[config.mk]
export PLATFORM = sky130hd
export DESIGN_NAME = fractal_pattern_pixel_test_core
export DESIGN_NICKNAME = d
export VERILOG_FILES = /design/src/design/fpt_pkg.sv /design/src/design/fpt_front.sv /design/src/design/fpt_digit_stage.sv /design/src/design/fractal_pattern_pixel_test_core.sv
export SDC_FILE = /design/constraint.sdc
export NUM_CORES = 1
export LEC_CHECK = 0
export BUFFER_PORTS_ARGS = -buffer_cell sky130_fd_sc_hd__buf_4
export CAP_MARGIN = 20
export CORE_ASPECT_RATIO = 2
export CORE_UTILIZATION = 55
export CTS_CLUSTER_SIZE = 28
export DETAILED_ROUTE_END_ITERATION = 8
export PLACE_DENSITY = 0.71
export SYNTH_ARGS = -nofsm -noshare
export SYNTH_HDL_FRONTEND = slang
export SYNTH_SLANG_ARGS = --single-unit
[constraint.sdc]
create_clock -name clk -period 12.5 [get_ports clk]
set_input_delay 0 -clock clk [delete_from_list [all_inputs] [get_ports clk]]
set_output_delay 0 -clock clk [all_outputs]
set_load 0.05 [all_outputs]
[src/design/fpt_pkg.sv]
package fpt_pkg;

  localparam int MAX_DEPTH = 6;
  localparam int COORD_W = 10;
  localparam int LEVEL_W = 3;
  localparam int MASK_W = 9;
  localparam int CFG_INDEX_W = 2;

  typedef enum logic [CFG_INDEX_W-1:0] {
    CFG_PATTERN_SIZE = 2'd0,
    CFG_DEPTH        = 2'd1,
    CFG_SEED_MASK    = 2'd2
  } cfg_index_t;

  typedef struct packed {
    logic [COORD_W-1:0] row;
    logic [COORD_W-1:0] column;
  } in_t;

  typedef struct packed {
    logic filled;
    logic in_range;
  } out_t;

  // Effective configuration as seen by the pipeline.
  typedef struct packed {
    logic               base3;
    logic [LEVEL_W-1:0] depth;
    logic [MASK_W-1:0]  mask;
  } cfg_t;

  // Work item inside the pipeline: remaining quotients of row and column.
  typedef struct packed {
    logic [COORD_W-1:0] row_q;
    logic [COORD_W-1:0] col_q;
    logic               filled;
    logic               in_range;
  } work_t;

  // Image side length for a given base and depth.
  function automatic logic [COORD_W:0] side_of(input logic base3, input logic [LEVEL_W-1:0] d);
    logic [COORD_W:0] side;
    side = (COORD_W+1)'(1);
    for (int k = 0; k < MAX_DEPTH; k++) begin
      if (LEVEL_W'(k) < d) begin
        side = base3 ? (COORD_W+1)'(side * 3) : (COORD_W+1)'(side * 2);
      end
    end
    return side;
  endfunction

  // Divide a 10-bit value by three through a reciprocal multiply.
  // 683 / 2048 overshoots 1/3 by less than 1/6 over this range, so the floor is exact.
  function automatic logic [COORD_W-1:0] div3(input logic [COORD_W-1:0] v);
    logic [2*COORD_W-1:0] prod;
    prod = {{COORD_W{1'b0}}, v} * (2*COORD_W)'(683);
    return {1'b0, prod[2*COORD_W-1:11]};
  endfunction

endpackage

[src/design/fpt_front.sv]
module fpt_front (
  input  logic          clk,
  input  logic          rst,
  input  fpt_pkg::cfg_t cfg,
  input  logic          up_valid,
  input  fpt_pkg::in_t  up_data,
  input  logic          down_hold,
  output logic          up_hold,
  output logic          valid,
  output fpt_pkg::work_t data
);

  logic [fpt_pkg::COORD_W:0] side;
  logic                      in_range;
  fpt_pkg::work_t            data_next;

  assign up_hold = valid && down_hold;

  always_comb begin
    side = fpt_pkg::side_of(cfg.base3, cfg.depth);
    in_range = ({1'b0, up_data.row} < side) && ({1'b0, up_data.column} < side);
    data_next.row_q = up_data.row;
    data_next.col_q = up_data.column;
    data_next.in_range = in_range;
    // With no levels the only cell is the seed's first entry.
    data_next.filled = in_range && ((cfg.depth != '0) || cfg.mask[0]);
  end

  always_ff @(posedge clk) begin
    if (rst) begin
      valid <= 1'b0;
    end else if (!up_hold) begin
      valid <= up_valid;
    end
  end

  always_ff @(posedge clk) begin
    if (!up_hold) begin
      data <= data_next;
    end
  end

endmodule

[src/design/fpt_digit_stage.sv]
module fpt_digit_stage (
  input  logic                         clk,
  input  logic                         rst,
  input  fpt_pkg::cfg_t                cfg,
  input  logic [fpt_pkg::LEVEL_W-1:0]  level,
  input  logic                         up_valid,
  input  fpt_pkg::work_t               up_data,
  input  logic                         down_hold,
  output logic                         up_hold,
  output logic                         valid,
  output fpt_pkg::work_t               data
);

  logic [fpt_pkg::COORD_W-1:0] row_q3;
  logic [fpt_pkg::COORD_W-1:0] col_q3;
  logic [1:0]                  row_digit;
  logic [1:0]                  col_digit;
  logic [3:0]                  mask_idx;
  fpt_pkg::work_t              data_next;

  assign up_hold = valid && down_hold;

  always_comb begin
    row_q3 = fpt_pkg::div3(up_data.row_q);
    col_q3 = fpt_pkg::div3(up_data.col_q);
    data_next = up_data;
    if (cfg.base3) begin
      row_digit = 2'(up_data.row_q - fpt_pkg::COORD_W'(row_q3 * 3));
      col_digit = 2'(up_data.col_q - fpt_pkg::COORD_W'(col_q3 * 3));
      data_next.row_q = row_q3;
      data_next.col_q = col_q3;
    end else begin
      row_digit = {1'b0, up_data.row_q[0]};
      col_digit = {1'b0, up_data.col_q[0]};
      data_next.row_q = up_data.row_q >> 1;
      data_next.col_q = up_data.col_q >> 1;
    end
    // The seed mask keeps a row stride of three for both bases.
    mask_idx = 4'(row_digit * 3) + 4'(col_digit);
    if (level < cfg.depth) begin
      data_next.filled = up_data.filled && cfg.mask[mask_idx];
    end
  end

  always_ff @(posedge clk) begin
    if (rst) begin
      valid <= 1'b0;
    end else if (!up_hold) begin
      valid <= up_valid;
    end
  end

  always_ff @(posedge clk) begin
    if (!up_hold) begin
      data <= data_next;
    end
  end

endmodule

[src/design/fractal_pattern_pixel_test_core.sv]
// Fractal pixel test: each transaction on the input carries one (row, column)
// coordinate and yields exactly one result telling whether the pixel lies inside
// the pattern_size**depth image and whether that cell is filled. A new coordinate
// can be taken every clock while in_stall is low. The pipeline is one range-check
// stage followed by one stage per possible recursion level, each peeling off the
// lowest base-2 or base-3 digit of row and column and testing the seed mask. A
// stall on the output only backs up the pipeline as far as it is full, so empty
// stages still take new coordinates. Configuration writes are always accepted
// and must only be issued while no coordinate is in flight.
module fractal_pattern_pixel_test_core (
  input  logic                             clk,
  input  logic                             rst,
  input  logic                             in_valid,
  output logic                             in_stall,
  input  fpt_pkg::in_t                     in_data,
  output logic                             out_valid,
  input  logic                             out_stall,
  output fpt_pkg::out_t                    out_data,
  input  logic                             cfg_valid,
  output logic                             cfg_ready,
  input  logic [fpt_pkg::CFG_INDEX_W-1:0]  cfg_index,
  input  logic [fpt_pkg::MASK_W-1:0]       cfg_data
);

  localparam int NSTAGE = fpt_pkg::MAX_DEPTH + 1;

  logic [1:0]                  pattern_size;
  logic [fpt_pkg::LEVEL_W-1:0] depth;
  logic [fpt_pkg::MASK_W-1:0]  seed_mask;
  fpt_pkg::cfg_t               cfg;

  logic           stage_valid [NSTAGE];
  fpt_pkg::work_t stage_data  [NSTAGE];
  logic           stage_hold  [NSTAGE];
  logic           all_full;

  assign cfg_ready = 1'b1;

  always_ff @(posedge clk) begin
    if (rst) begin
      pattern_size <= 2'd3;
      depth <= fpt_pkg::LEVEL_W'(1);
      seed_mask <= fpt_pkg::MASK_W'(495);
    end else if (cfg_valid && cfg_ready) begin
      unique case (cfg_index)
        fpt_pkg::CFG_PATTERN_SIZE: pattern_size <= cfg_data[1:0];
        fpt_pkg::CFG_DEPTH:        depth <= cfg_data[fpt_pkg::LEVEL_W-1:0];
        fpt_pkg::CFG_SEED_MASK:    seed_mask <= cfg_data;
        default: ;
      endcase
    end
  end

  always_comb begin
    cfg.base3 = (pattern_size == 2'd3);
    cfg.depth = (depth > fpt_pkg::LEVEL_W'(fpt_pkg::MAX_DEPTH)) ?
                fpt_pkg::LEVEL_W'(fpt_pkg::MAX_DEPTH) : depth;
    cfg.mask = seed_mask;
  end

  fpt_front u_front (
    .clk       (clk),
    .rst       (rst),
    .cfg       (cfg),
    .up_valid  (in_valid),
    .up_data   (in_data),
    .down_hold (stage_hold[1]),
    .up_hold   (stage_hold[0]),
    .valid     (stage_valid[0]),
    .data      (stage_data[0])
  );

  for (genvar k = 1; k < NSTAGE; k++) begin : g_level
    logic down_hold;
    if (k == NSTAGE - 1) begin : g_last
      assign down_hold = out_stall;
    end else begin : g_mid
      assign down_hold = stage_hold[k+1];
    end
    fpt_digit_stage u_stage (
      .clk       (clk),
      .rst       (rst),
      .cfg       (cfg),
      .level     (fpt_pkg::LEVEL_W'(k - 1)),
      .up_valid  (stage_valid[k-1]),
      .up_data   (stage_data[k-1]),
      .down_hold (down_hold),
      .up_hold   (stage_hold[k]),
      .valid     (stage_valid[k]),
      .data      (stage_data[k])
    );
  end

  assign in_stall = stage_hold[0];
  assign out_valid = stage_valid[NSTAGE-1];
  assign out_data.filled = stage_data[NSTAGE-1].filled;
  assign out_data.in_range = stage_data[NSTAGE-1].in_range;

  always_comb begin
    all_full = 1'b1;
    for (int k = 0; k < NSTAGE; k++) begin
      all_full = all_full && stage_valid[k];
    end
  end

  // A transaction is refused only when every stage holds an item.
  a_stall_only_when_full: assert property (@(posedge clk) disable iff (rst)
    in_stall |-> (all_full && out_stall))
    else $error("input stalled while the pipeline has room");

  a_out_of_range_blank: assert property (@(posedge clk) disable iff (rst)
    (out_valid && !out_data.in_range) |-> !out_data.filled)
    else $error("pixel outside the image reported as filled");

  a_depth_zero_seed: assert property (@(posedge clk) disable iff (rst)
    (out_valid && out_data.in_range && cfg.depth == '0) |-> (out_data.filled == seed_mask[0]))
    else $error("single-cell image does not follow the first seed entry");

endmodule
==> flow_summary.yaml, run 1 <==
run_status:
  status: "finished, final reports clean"
global_routing:
  grt_pass1_vias: 20800
  overflow: 0
  grt_max_degree: 93
  antenna_found_initial: 0
  grt_usage_pct: 24.9
  grt_pass1_wl_um: 93900
clock_tree:
  cts_buffers: 17
  h-tree-depth: 4
  cts_resized: 0
  cts_tree: "built"
  clk_pin_slew_ps: 60
  postCtsSetupBuffers: 0
  clockBufferDepth: 2
  clock-sinks: 141
  clockRootBuffer: "clkbuf_16"
  clock_latency_ps: 460
  cts_hold_buf: 39
min_path:
  hp-class: "input port to flop"
  holdPathStages: 3
  holdPathEnd: "depth[0]"
  worstHoldStart: "cfg_valid"
route:
  drc: 0
  first_iter_violations: 607
  routed_wl_um: 55500
  drtAntennaViolNets: 0
  drt_pass1_iterations: 6
  wl_per_cell_um: 16.9
  viasPerCell: 5.67
  vias: 18700
worst_setup_path:
  worstPathRequired_ps: 12690
  r2r_slack_ps: 4040
  cp_max_fo: 7
  cpMostUsedCell: "ha_1"
  r2r-end: "g_level[6].u_stage.data[1]"
  reg2reg_from: "g_level[5].u_stage.data[9]"
  critical-path-max-stage-delay_ps: 540
  worstRegToRegCells: 33
  crit_arrival_ps: 8650
  critPathKind: "flop to flop"
  end_kind: "flop"
  start_kind: "flop"
  worst_path_max_delay_cell: "fa_1"
sta:
  fin_crit_ps: 8460
  max_freq_ghz: 0.118
  slew_headroom_pct: 34.9
  hold_viol_final: 0
  tns_ps: 0
  fin_ws_ps: 4040
  rsz0062_at_grt: "false"
  slew_viol_final: 0
  worstMarginPinSlew_ps: 977
  period_share_pct: 67.7
  fin_worst_skew_ps: 16.5
  finalSetupViolations: 0
final_layout:
  final_common_cell: "ha_1"
  finish.net_count: 3650
  fin_cells: 3288
  areaGrowthSynthToFinish_pct: 7.35
  nFillCells: 3912
  layout_common_cells: "ha_1 (676), inv_1 (591), fa_1 (228), nand2_1 (174), edfxtp_1 (120)"
  insertedDiodeCount: 0
  drive_gt1_share_pct: 4.55
  final_util_pct: 59.9
placement:
  dp.cells: 3217
  io_buffers: 39
  hpwl_um: 47500
  pre_cts_ws_ps: 4020
  gp_congestion: 0.940
synthesis:
  synth-edff-count: 120
  synthFlopType: "edfxtp_1"
  synthArstFlopShare_pct: 0
  synthesis.area_um2: 25600
  synth.avg_cell_area_um2: 9.67
  synth_seq_area_share_pct: 15.7
  ys_warn_count: 0
  synthCells: 2645
  synth.distinct_cells: 85
  synth_nets: 3585
  ys_seq_elements: 141
floorplan:
  chipHeight_um: 307
  die_x_um: 154
  start_util_pct: 55.8
  placementRows: 111
  die-area_um2: 47400
  top_level_ports: 41
  coreArea_um2: 45800
flow_run:
  max-cap-violations: 0
layer usage:
layer | GRT usage (%) | up-vias | wire length (um)
met5 | 0 | - | 0
met4 | 14.0 | 0 | 3060
met3 | 2.52 | 195 | 1270
met2 | 52.8 | 351 | 33000
met1 | 21.8 | 9079 | 18200
li1 | - | 9031 | -
critical path: cells and delay by family, from the launching register on:
kind | cells | cell delay, ps
adder cells (fa/ha/maj) | 11 | 4050
AO/OA/AOI/OAI | 5 | 960
XOR/XNOR | 4 | 890
multiplexers | 3 | 740
AND/OR/NAND/NOR | 5 | 730
flip-flops | 1 | 510
buffers and inverters | 5 | 280
synth_stat cells (7+ instances only):
library cell  instances  area share [%]
nor2_1               78             1.1
xor2_1               52             1.8
nand2_1             175             2.6
clkbuf_1             24            0.35
nor3b_1               8            0.23
nand2b_1             11            0.27
a31oi_1               7            0.17
a21o_1               24            0.70
mux4_2               12             1.1
nor2b_1              13            0.32
nor3_1               31            0.61
o21ai_1              18            0.35
edfxtp_1            120              14
or2_2                 9            0.22
nand3b_1             11            0.32
ha_1                676              33
nor4b_1               8            0.27
fa_1                228              18
o21ai_0              98             1.9
o211ai_1              9            0.26
mux2_2                8            0.35
a21oi_1              76             1.5
buf_1                 8            0.12
or3_1                 7            0.17
o31ai_1              14            0.41
o22ai_1               8            0.20
nand3_1              47            0.92
a211oi_1             12            0.35
and3_1               19            0.46
o21a_1               22            0.65
dfxtp_1              21             1.6
inv_1               591             8.7
xnor2_1              82             2.8
registers in the layout, indices dropped and copies added (netlist names):
register,cells
g_level.u_stage.data,98
u_front.data,22
seed_mask,9
g_level.u_stage.valid,6
pattern_size,2
u_front.valid,1
depth,3
final cells by class:
type	instances	area, um2	area share [%]
clock buffer	26	554	2.02
clock inverter	6	43.8	0.160
inverter	594	2230	8.12
multi-input combinational	1873	19200	69.8
sequential	141	4020	14.7
tap	565	707	2.58
timing repair buffer	83	721	2.63
metrics by stage:
step | area [um2] | hold WS, ps
global placement | 26500 | 196
floorplan | 25600 | 94.4
detailed placement | 26500 | 195
finish | 27400 | 24.5
global route | 27400 | 36.8
CTS | 27400 | 14.5
kinds of logic (layout without fill, tap and decap cells):
| kind of cell | Yosys count | after routing | synth area share [%] |
|---|---|---|---|
| multiplexers | 26 | 26 | 1.64 |
| flip-flops | 141 | 141 | 15.7 |
| AND/OR/NAND/NOR | 451 | 451 | 8.59 |
| AO/OA/AOI/OAI | 357 | 357 | 9.17 |
| adder cells (fa/ha/maj) | 904 | 904 | 50.9 |
| XOR/XNOR | 134 | 134 | 4.59 |
| buffers and inverters | 631 | 709 | 9.32 |
| other | 1 | 1 | 0.0147 |
worst max path at each step:
stage          slack, ps                         end                  startpoint
3_5_place_dp        4020  g_level[6].u_stage.data[1]  g_level[5].u_stage.data[9]
5_1_grt             3500  g_level[6].u_stage.data[1]  g_level[5].u_stage.data[9]
3_3_place_gp        4250  g_level[6].u_stage.data[1]  g_level[5].u_stage.data[9]
6_report            4040  g_level[6].u_stage.data[1]  g_level[5].u_stage.data[9]
4_1_cts             3990  g_level[6].u_stage.data[1]  g_level[5].u_stage.data[9]
2_1_floorplan       4740  g_level[6].u_stage.data[1]  g_level[5].u_stage.data[9]
Power of run 1 is not shown: default switching activity piles up to over one toggle a cycle in this logic, so the estimate is an artifact.
==> run 2: changes to the inputs <==
- PLACE_DENSITY: 0.71 -> 0.74
- clock period: 12.5 -> 7 ns (I/O delays scaled with it)
==> run 2 against run 1 <==
  * Wire length up 19%
  * Clock-buffer cell count down 6
  * Final cell count up 7.2%
  * Clock skew down 1.1 ps
  * The flow now finishes with violations (setup timing)
  * Hold slack worse by 4.3 ps
==> flow_summary.yaml, run 2 (synthesized netlist as in run 1, its figures left out) <==
final_layout:
  drive_gt1_share_pct: 18.9
  fin_cells: 3526
  finish.net_count: 3888
  final_util_pct: 67.0
  largest_reg_flops: 98
  nFillCells: 3258
  layout_common_cells: "ha_1 (587), inv_1 (559), buf_4 (273), fa_1 (224), nand2_1 (172)"
  reg_top3: "g_level.u_stage.data (98), u_front.data (22), seed_mask (9)"
  regMostFlops: "g_level.u_stage.data"
  areaGrowthSynthToFinish_pct: 20.2
  insertedDiodeCount: 0
  final_common_cell: "ha_1"
worst_setup_path:
  critical-path-max-stage-delay_ps: 560
  end_kind: "flop"
  cp_max_fo: 4
  worstPathRequired_ps: 7230
  worst_path_max_delay_cell: "fa_2"
  start_kind: "flop"
  critPathKind: "flop to flop"
  crit_arrival_ps: 8210
sta:
  worstMarginPinSlew_ps: 1040
  finalSetupViolations: 5
  fin_worst_skew_ps: 15.4
  fin_ws_ps: -982
  hold_viol_final: 0
  max_freq_ghz: 0.125
  rsz0062_at_grt: "true"
  fin_crit_ps: 7980
  slew_viol_final: 0
  period_share_pct: 114
  holdWs_ps: 20.2
  slew_headroom_pct: 30.6
global_routing:
  grt_usage_pct: 27.4
  grt_pass1_vias: 22900
  grt_max_degree: 85
  grt_pass1_wl_um: 103000
  antenna_found_initial: 0
  overflow: 0
clock_tree:
  clockRootBuffer: "clkbuf_16"
  h-tree-depth: 4
  clk_pin_slew_ps: 70
  cts_tree: "built"
  cts_buffers: 17
  clock_latency_ps: 470
  clock-sinks: 141
  clockBufferDepth: 2
route:
  vias: 20500
  wl_per_cell_um: 18.7
  first_iter_violations: 859
  drtAntennaViolNets: 0
  drt_pass1_iterations: 5
  drc: 0
  viasPerCell: 5.82
  routed_wl_um: 66000
placement:
  dp.cells: 3377
  hpwl_um: 50600
  io_buffers: 39
  gp_congestion: 0.941
floorplan:
  coreArea_um2: 45800
  chipHeight_um: 307
  top_level_ports: 41
  placementRows: 111
  die-area_um2: 47400
  start_util_pct: 55.8
  die_x_um: 154
run_status:
  status: "finished, violations left"
  violations: "setup timing"
flow_run:
  max-cap-violations: 0
min_path:
  hp-class: "input port to flop"
-- run 2: final timing paths --
| check | slack, ps | start | endpoint | cells after the start |
|---|---|---|---|---|
| worst max register to register | -980 | g_level[5].u_stage.data[7] | g_level[6].u_stage.data[1] | 34 |
| worst max-delay path | -980 | g_level[5].u_stage.data[7] | g_level[6].u_stage.data[1] | 34 |
| worst min register to register | 420 | g_level[4].u_stage.data[0] | g_level[5].u_stage.data[0] | 0 |
| worst min-delay path | 20 | cfg_index[1] | depth[0] | 3 |
-- run 2: worst max-delay path: cells and delay by family (launching register included) --
kind                     cells  cell delay [ps]
flip-flops                   1              460
buffers and inverters        6              420
adder cells (fa/ha/maj)     11             3940
XOR/XNOR                     4              600
multiplexers                 2              570
AND/OR/NAND/NOR              6              860
AO/OA/AOI/OAI                5              850
-- run 2: cell type report --
class                           count  area (um2)  share of cell area [%]
Tap cell                          565         707                    2.30
Clock inverter                     12         118                   0.383
Sequential cell                   141        4020                    13.1
Inverter                          594        2240                    7.28
Multi-Input combinational cell   1873       20700                    67.2
Timing Repair Buffer              321        2540                    8.27
Clock buffer                       20         437                    1.42
-- run 2: metal layers --
layer	routed length (um)	part of all wire, %	vias to the layer above	GRT usage [%]
li1	-	-	9493	-
met1	20100	30	9924	22.7
met2	37900	57	709	56.6
met3	2440	3.7	392	3.09
met4	5640	8.5	0	21.0
met5	0	0	-	0
-- run 2: through the flow --
| stage | cell area, um2 | worst slack, ps | setup TNS (ps) |
|---|---|---|---|
| 4_1_cts | 29400 | -968 | -1500 |
| 6_report | 30700 | -982 | -1530 |
| 2_1_floorplan | 25600 | -698 | -698 |
| 5_1_grt | 30700 | -1330 | -2780 |
| 3_5_place_dp | 27700 | -1060 | -2470 |
| 3_3_place_gp | 27700 | -851 | -1350 |
-- run 2: what timing repair did --
action / 4_1_cts / 5_1_grt
pin swaps: 60 / 178
gates resized for setup: 56 / 193
hold buffers: 39 / 0
endpoints found under the hold margin: 43 / 0
endpoints found under the setup margin: 6 / 10
setup buffers: 51 / 30
Power of run 2 is left out for the same reason.
